[src/mafilt_pkg.sv]
// Shared widths, constants and register map of the moving average filter.
`timescale 1ns / 1ps
`default_nettype none
package mafilt_pkg;

  localparam int MAX_WINDOW = 64;
  localparam int IDX_W      = $clog2(MAX_WINDOW);
  localparam int WIN_W      = $clog2(MAX_WINDOW + 1);
  localparam int SAMPLE_W   = 16;
  // A sum of MAX_WINDOW samples needs IDX_W extra bits plus a sign guard.
  localparam int SUM_W      = SAMPLE_W + IDX_W + 1;
  localparam int MAG_W      = SUM_W - 1;
  localparam int CNT_W      = $clog2(MAG_W);

  localparam int APB_AW     = 3;
  localparam int APB_DW     = 32;

  // Register index 0 is the window size; any other word index is unused.
  localparam logic REG_WINDOW_SIZE = 1'b0;

  // Ring entries that were never written read as 25 degrees in Q8.8.
  localparam logic signed [SAMPLE_W-1:0] FILL_VALUE = 16'sd6400;

endpackage
`default_nettype wire

[src/mafilt_div.sv]
// Bit-serial signed divider: sum divided by window size, truncated toward zero.
`timescale 1ns / 1ps
`default_nettype none
module mafilt_div
  import mafilt_pkg::*;
(
  input  logic                       clk,
  input  logic                       rst,
  input  logic                       start,
  input  logic signed [SUM_W-1:0]    dividend,
  input  logic        [WIN_W-1:0]    divisor,
  output logic                       done,
  output logic signed [SAMPLE_W-1:0] quotient
);

  typedef enum logic [2:0] {
    DV_IDLE = 3'b001,
    DV_RUN  = 3'b010,
    DV_FIX  = 3'b100
  } div_state_t;

  div_state_t         state;
  logic [MAG_W-1:0]   shreg;
  logic [WIN_W-1:0]   rem;
  logic [WIN_W-1:0]   dsor;
  logic [CNT_W-1:0]   cnt;
  logic               neg;

  logic [SUM_W-1:0]   mag_full;
  logic [WIN_W-1:0]   rem_sh;
  logic               fits;

  // The magnitude of the sum fits in MAG_W bits, the most negative sum included.
  assign mag_full = dividend[SUM_W-1] ? SUM_W'(-dividend) : SUM_W'(dividend);
  assign rem_sh   = {rem[WIN_W-2:0], shreg[MAG_W-1]};
  assign fits     = (rem_sh >= dsor);
  assign done     = (state == DV_FIX);

  always_ff @(posedge clk) begin
    if (rst) begin
      state <= DV_IDLE;
    end else begin
      case (state)
        DV_IDLE: begin
          if (start) begin
            state <= DV_RUN;
          end
        end
        DV_RUN: begin
          if (cnt == '0) begin
            state <= DV_FIX;
          end
        end
        DV_FIX: begin
          state <= DV_IDLE;
        end
        default: begin
          state <= DV_IDLE;
        end
      endcase
    end
  end

  always_ff @(posedge clk) begin
    case (state)
      DV_IDLE: begin
        if (start) begin
          shreg <= mag_full[MAG_W-1:0];
          neg   <= dividend[SUM_W-1];
          dsor  <= divisor;
          rem   <= '0;
          cnt   <= CNT_W'(MAG_W - 1);
        end
      end
      DV_RUN: begin
        // One quotient bit per cycle enters at the bottom as a dividend bit leaves the top.
        rem   <= fits ? WIN_W'(rem_sh - dsor) : rem_sh;
        shreg <= {shreg[MAG_W-2:0], fits};
        cnt   <= cnt - 1'b1;
      end
      DV_FIX: begin
        quotient <= neg ? -$signed(shreg[SAMPLE_W-1:0]) : $signed(shreg[SAMPLE_W-1:0]);
      end
      default: begin
      end
    endcase
  end

endmodule
`default_nettype wire

[src/moving_average_filter_core.sv]
// Top level of the moving average filter: ring buffer, running sum and result register.
//
// Usage. Samples enter on the sample channel (sample_valid / sample_ready, one
// signed Q8.8 temperature per beat) and means leave on the average channel
// (average_valid / average_ready). The window size is written over the APB port
// at byte address 0; a write of a new size refills the ring with 25 degrees and
// restarts the write position at entry 0. Writing the size already held does
// nothing. While the window size is 0, samples are accepted and dropped.
// An accepted sample steps through the read, subtract, add, start, divide and
// output states, waiting in output for a free output register, before a new
// sample is taken. The serial divider gives one quotient bit per cycle over the
// 22-bit magnitude of the running sum. The ring is a 64-entry memory with one
// registered read port; per-entry valid bits make unwritten entries read as
// 25 degrees, so no clearing pass is needed after reset or a size change.
// Reset sets the window size to 0 and empties the ring and the output register.
// When the receiver stalls, the finished average waits in the output register
// while the next sample is already accepted; the block then holds its next
// result until the output register frees up.
`timescale 1ns / 1ps
`default_nettype none
module moving_average_filter_core
  import mafilt_pkg::*;
(
  input  logic                       clk,
  input  logic                       rst,
  // APB configuration port
  input  logic                       psel,
  input  logic                       penable,
  input  logic                       pwrite,
  input  logic [APB_AW-1:0]          paddr,
  input  logic [APB_DW-1:0]          pwdata,
  output logic [APB_DW-1:0]          prdata,
  output logic                       pready,
  // Sample input channel
  input  logic                       sample_valid,
  output logic                       sample_ready,
  input  logic signed [SAMPLE_W-1:0] sample,
  // Average output channel
  output logic                       average_valid,
  input  logic                       average_ready,
  output logic signed [SAMPLE_W-1:0] average
);

  typedef enum logic [6:0] {
    ST_IDLE = 7'b0000001,
    ST_READ = 7'b0000010,
    ST_SUB  = 7'b0000100,
    ST_ADD  = 7'b0001000,
    ST_GO   = 7'b0010000,
    ST_DIV  = 7'b0100000,
    ST_OUT  = 7'b1000000
  } state_t;

  state_t                      state;
  logic [WIN_W-1:0]            window_size;
  logic [IDX_W-1:0]            write_index;
  logic signed [SUM_W-1:0]     sum;
  logic signed [SAMPLE_W-1:0]  sample_q;
  logic signed [SAMPLE_W-1:0]  ring [MAX_WINDOW];
  logic [MAX_WINDOW-1:0]       valid;
  logic signed [SAMPLE_W-1:0]  rd_data;
  logic                        rd_valid;

  logic                        in_beat;
  logic                        out_free;
  logic                        cfg_wr;
  logic [WIN_W-1:0]            win_raw;
  logic [WIN_W-1:0]            win_sat;
  logic                        win_change;
  logic [SUM_W-1:0]            fill_sum;
  logic signed [SAMPLE_W-1:0]  old_val;
  logic [WIN_W-1:0]            index_inc;
  logic [IDX_W-1:0]            write_index_next;
  logic                        div_done;
  logic signed [SAMPLE_W-1:0]  div_quotient;

  assign pready       = 1'b1;
  assign sample_ready = (state == ST_IDLE);
  assign in_beat      = sample_valid && sample_ready;
  assign out_free     = !average_valid || average_ready;

  // Configuration decode: the written value is cut to 7 bits and saturated.
  assign cfg_wr     = psel && penable && pwrite && pready && (paddr[2] == REG_WINDOW_SIZE);
  assign win_raw    = pwdata[WIN_W-1:0];
  assign win_sat    = (win_raw > WIN_W'(MAX_WINDOW)) ? WIN_W'(MAX_WINDOW) : win_raw;
  assign win_change = cfg_wr && (win_sat != window_size);

  // After a refill every active entry holds 6400 = (16 + 8 + 1) * 256.
  assign fill_sum = (SUM_W'(win_sat) << 12) + (SUM_W'(win_sat) << 11)
                  + (SUM_W'(win_sat) << 8);

  always_comb begin
    prdata = '0;
    if (paddr[2] == REG_WINDOW_SIZE) begin
      prdata = APB_DW'(window_size);
    end
  end

  // The entry leaving the window reads as 25 degrees until it is first written.
  assign old_val = rd_valid ? rd_data : FILL_VALUE;

  assign index_inc        = WIN_W'(write_index) + 1'b1;
  assign write_index_next = (index_inc >= window_size) ? '0 : index_inc[IDX_W-1:0];

  // Sequencer: read the leaving entry, retire it from the running sum, add the
  // new sample, then divide serially and hand the mean to the output register.
  always_ff @(posedge clk) begin
    if (rst) begin
      state <= ST_IDLE;
    end else begin
      case (state)
        ST_IDLE: begin
          if (in_beat && (window_size != '0)) begin
            state <= ST_READ;
          end
        end
        ST_READ: state <= ST_SUB;
        ST_SUB:  state <= ST_ADD;
        ST_ADD:  state <= ST_GO;
        ST_GO:   state <= ST_DIV;
        ST_DIV: begin
          if (div_done) begin
            state <= ST_OUT;
          end
        end
        ST_OUT: begin
          if (out_free) begin
            state <= ST_IDLE;
          end
        end
        default: state <= ST_IDLE;
      endcase
    end
  end

  // Control registers: window size, write position, running sum and valid bits.
  always_ff @(posedge clk) begin
    if (rst) begin
      window_size <= '0;
      write_index <= '0;
      sum         <= '0;
      valid       <= '0;
    end else if (win_change) begin
      window_size <= win_sat;
      write_index <= '0;
      sum         <= $signed(fill_sum);
      valid       <= '0;
    end else begin
      case (state)
        ST_SUB: begin
          sum                <= sum - SUM_W'(old_val);
          valid[write_index] <= 1'b1;
          write_index        <= write_index_next;
        end
        ST_ADD: begin
          sum <= sum + SUM_W'(sample_q);
        end
        default: begin
        end
      endcase
    end
  end

  always_ff @(posedge clk) begin
    if (in_beat) begin
      sample_q <= sample;
    end
  end

  // Ring memory with one registered read port; the write lands on the entry just read.
  always_ff @(posedge clk) begin
    if (state == ST_READ) begin
      rd_data  <= ring[write_index];
      rd_valid <= valid[write_index];
    end
    if (state == ST_SUB) begin
      ring[write_index] <= sample_q;
    end
  end

  mafilt_div u_div (
    .clk      (clk),
    .rst      (rst),
    .start    (state == ST_GO),
    .dividend (sum),
    .divisor  (window_size),
    .done     (div_done),
    .quotient (div_quotient)
  );

  // Output register: loading a new mean takes priority over the beat leaving.
  always_ff @(posedge clk) begin
    if (rst) begin
      average_valid <= 1'b0;
    end else if ((state == ST_OUT) && out_free) begin
      average_valid <= 1'b1;
    end else if (average_ready) begin
      average_valid <= 1'b0;
    end
  end

  always_ff @(posedge clk) begin
    if ((state == ST_OUT) && out_free) begin
      average <= div_quotient;
    end
  end

endmodule
`default_nettype wire

[config.mk]
export PLATFORM = sky130hd
export DESIGN_NAME = moving_average_filter_core
export DESIGN_NICKNAME = d
export VERILOG_FILES = /design/src/mafilt_pkg.sv /design/src/mafilt_div.sv /design/src/moving_average_filter_core.sv
export SDC_FILE = /design/constraint.sdc
export NUM_CORES = 1
export LEC_CHECK = 0
export BUFFER_PORTS_ARGS = -buffer_cell sky130_fd_sc_hd__buf_4
export CORE_MARGIN = 3
export CORE_UTILIZATION = 25
export DETAILED_ROUTE_END_ITERATION = 8
export PLACE_DENSITY = 0.48
export SYNTH_ARGS = -nofsm -noshare
export SYNTH_HDL_FRONTEND = slang
export SYNTH_SLANG_ARGS = --single-unit
[constraint.sdc]
create_clock -name clk -period 7.65 [get_ports clk]
set_input_delay 1.53 -clock clk [delete_from_list [all_inputs] [get_ports clk]]
set_output_delay 1.53 -clock clk [all_outputs]
set_load 0.02 [all_outputs]
==> impl_metrics.yaml <==
cells_and_area:
  layout_commonest_cell: "edfxtp_1"
  nets: 3528
  fin_util: 0.293
  seqCellArea_um2: 36200
  final_cell_mix: "1130 x edfxtp_1, 187 x buf_4, 168 x nor2_1, 166 x nand2_1, 142 x a21oi_1"
  multi_input_area_um2: 14100
  syn2layout_area_growth_pct: 16.0
  final_cells: 6185
  fillers: 20148
  drive_above_1_share: 0.190
clock_network:
  clk_pin_slew_worst_paths_ns: 0.06
  cts_buffer_depth: 3
  cts_setup_buffers: 0
  ctsResizeCount: 0
  h-tree-depth: 4
  numClockSinks: 1241
  cts_tree: "yes"
  root_buffer: "clkbuf_16"
  clk_latency_ns: 0.76
  cts_made_buffers: 130
  cts-hold-fix-buffers: 0
detailed_routing:
  antenna_left: 0
  wl_um: 158000
  drt-pass1-iter-count: 5
  drc_errors: 0
  wire_per_inst_um: 25.6
  vias_per_cell: 4.94
  via_count: 30542
  drtIter0Drc: 3321
floorplanning:
  fp.coreArea_um2: 203000
  io_pins: 109
  dieArea_um2: 210000
  fp-row-count: 165
  start_util: 0.252
  die_width_um: 459
  die_h_um: 459
power:
  p_per_area_nw_per_um2: 254
  pwr-share-seq: 0.526
  combinationalPowerShare: 0.063
  p_clk_frac: 0.411
  vdd_drop_max_v: 0.000172
  p_switching_mw: 3.54
  p_int_mw: 11.6
  p_sw_frac: 0.234
  leakage_nw: 18.8
sta:
  period_needed_ns: 4.90
  fin_crit_sh: 0.641
  finalSetupViolations: 0
  slew_viol_final: 0
  clock_skew_ns: 0.0277
  whs_ns: 0.419
  worst_slew_pin_slew_ns: 1.26
  hold_viol: 0
  fmax_ghz: 0.204
  slew_headroom: 0.158
  rsz0062_at_grt: "false"
  fin_setup_tns_ns: 0
global_route:
  overflow: 0
  grt_pass1_wl_um: 225000
  grt_pass1_vias: 29731
  grt_max_degree: 101
  antenna_found_initial: 10
  track_usage: 0.147
min_path:
  hold_class: "reg2reg"
outcome:
  status: "finished clean"
place:
  gp_congestion: 0.864
  dp_hpwl_um: 94600
  port_buffers: 55
  dp.cells: 5949
setup_path:
  crit_path_start_kind: "flip-flop"
  critical_path.max_fanout: 28
  arrival_ns: 5.26
  required_ns: 8.01
  critPathKind: "reg2reg"
  crit_path_end_kind: "flip-flop"
synthesis:
  syn_area_um2: 51200
  yosys_warnings: 0
  synth-main-ff-cell: "edfxtp_1"
  synth_cells: 3287
  syn_avg_cell_area_um2: 15.6
  synth-edff-count: 1130
  ys_seq_area_frac: 0.706
  ys_async_sr_fraction: 0
  synth.distinct_cells: 82
  synth-seq-cells: 1241
job:
  maxCapViolCount: 0
## state kept, by name, summed over array words and instances (netlist names), 6 cells and up
signal / count
average: 16
rd_data: 16
ring: 1024
sample_q: 16
state: 7
sum: 23
u_div.dsor: 7
u_div.quotient: 16
u_div.rem: 6
u_div.shreg: 22
valid: 64
window_size: 7
write_index: 6
## critical path, cell delays in order (launching register included)
cell and delay [ns]:
dfxtp_4 0.49, inv_2 0.55, nand2_1 0.48, nor2_2 0.75, buf_4 0.41, nand2_1 0.67
nor2_2 1.12
## final cells by class
type	count	area share
tap	2672	0.0563
clock inverter	63	0.00931
inverter	41	0.00263
clock buffer	171	0.0602
antenna	2	0.0000843
sequential	1241	0.609
timing repair buffer	191	0.0250
multi-input combinational	1804	0.237
## path summary, 6_finish.rpt
path                            cells past startpoint                         start                endpoint  slack (ns)
worst max register to register                      6   write_index[1]$_SDFFE_PP0P_  ring[33][10]$_DFFE_PP_        2.75
worst max-delay path                                6   write_index[1]$_SDFFE_PP0P_  ring[33][10]$_DFFE_PP_        2.75
worst min register to register                      0  u_div.quotient[13]$_DFFE_PN_   average[13]$_DFFE_PP_        0.42
worst min-delay path                                0  u_div.quotient[13]$_DFFE_PN_   average[13]$_DFFE_PP_        0.42
## layer usage
layer | GRT usage | wire, um | vias to the layer above
li1 | - | - | 13239
met1 | 0.212 | 72400 | 15975
met2 | 0.222 | 70300 | 1103
met3 | 0.0297 | 11300 | 225
met4 | 0.0466 | 4420 | 0
met5 | 0.000689 | 0 | -
## per-stage QoR
stage          power (mW)  setup slack, ns  cell area, um^2
2_1_floorplan        8.50             3.48            51300
3_3_place_gp         9.01             2.78            55300
3_5_place_dp         9.04             2.71            55300
4_1_cts              15.2             2.70            59400
5_1_grt              15.6             2.63            59400
6_report             15.1             2.75            59400
## kinds of logic after synthesis
| kind of cell | Yosys count | synth area share |
|---|---|---|
| and+or+nand+nor | 599 | 0.0542 |
| buffers and inverters | 266 | 0.0252 |
| DFF | 1241 | 0.706 |
| muxes | 306 | 0.0861 |
| AOI/OAI and AO/OA | 744 | 0.101 |
| xor gates and xnor gates | 68 | 0.0116 |
| other | 2 | 0.000147 |
| adders and majority gates | 61 | 0.0158 |
## Yosys cell counts, drive strengths merged, types with 10 or more instances
cell type     n  share of area
o21ai       123          0.012
nand3        34         0.0033
a211oi       26         0.0038
o21a         57         0.0084
dfxtp       111          0.043
o31ai        11         0.0019
and2         11         0.0013
a22o         14         0.0024
mux2i       114          0.022
nor3         14         0.0014
or4          14         0.0021
nand2b       31         0.0039
a22oi        55         0.0081
mux4         98          0.043
nor2        236          0.017
nand2       167          0.012
or2          10         0.0012
a21o         17         0.0025
mux2         94          0.021
o211ai       12         0.0018
o221ai       10         0.0017
o22ai        62         0.0076
or3          12         0.0016
inv          41         0.0030
edfxtp     1130           0.66
xor2         34         0.0058
a221oi      140          0.024
clkbuf       94         0.0069
xnor2        34         0.0058
ha           55          0.013
buf         131          0.015
a21oi       143          0.014
nor2b        22         0.0027
o22a         11         0.0019
## power by group through the flow
| stage | Combinational [mW] | Sequential, mW | Clock, mW |
|---|---|---|---|
| 2_1_floorplan | 0.206 | 8.29 | 0 |
| 3_3_place_gp | 0.931 | 8.08 | 0 |
| 3_5_place_dp | 0.959 | 8.08 | 0 |
| 4_1_cts | 0.962 | 7.94 | 6.34 |
| 5_1_grt | 1.01 | 7.94 | 6.63 |
| 6_report | 0.950 | 7.94 | 6.20 |
(Power assumes the default switching activity.)
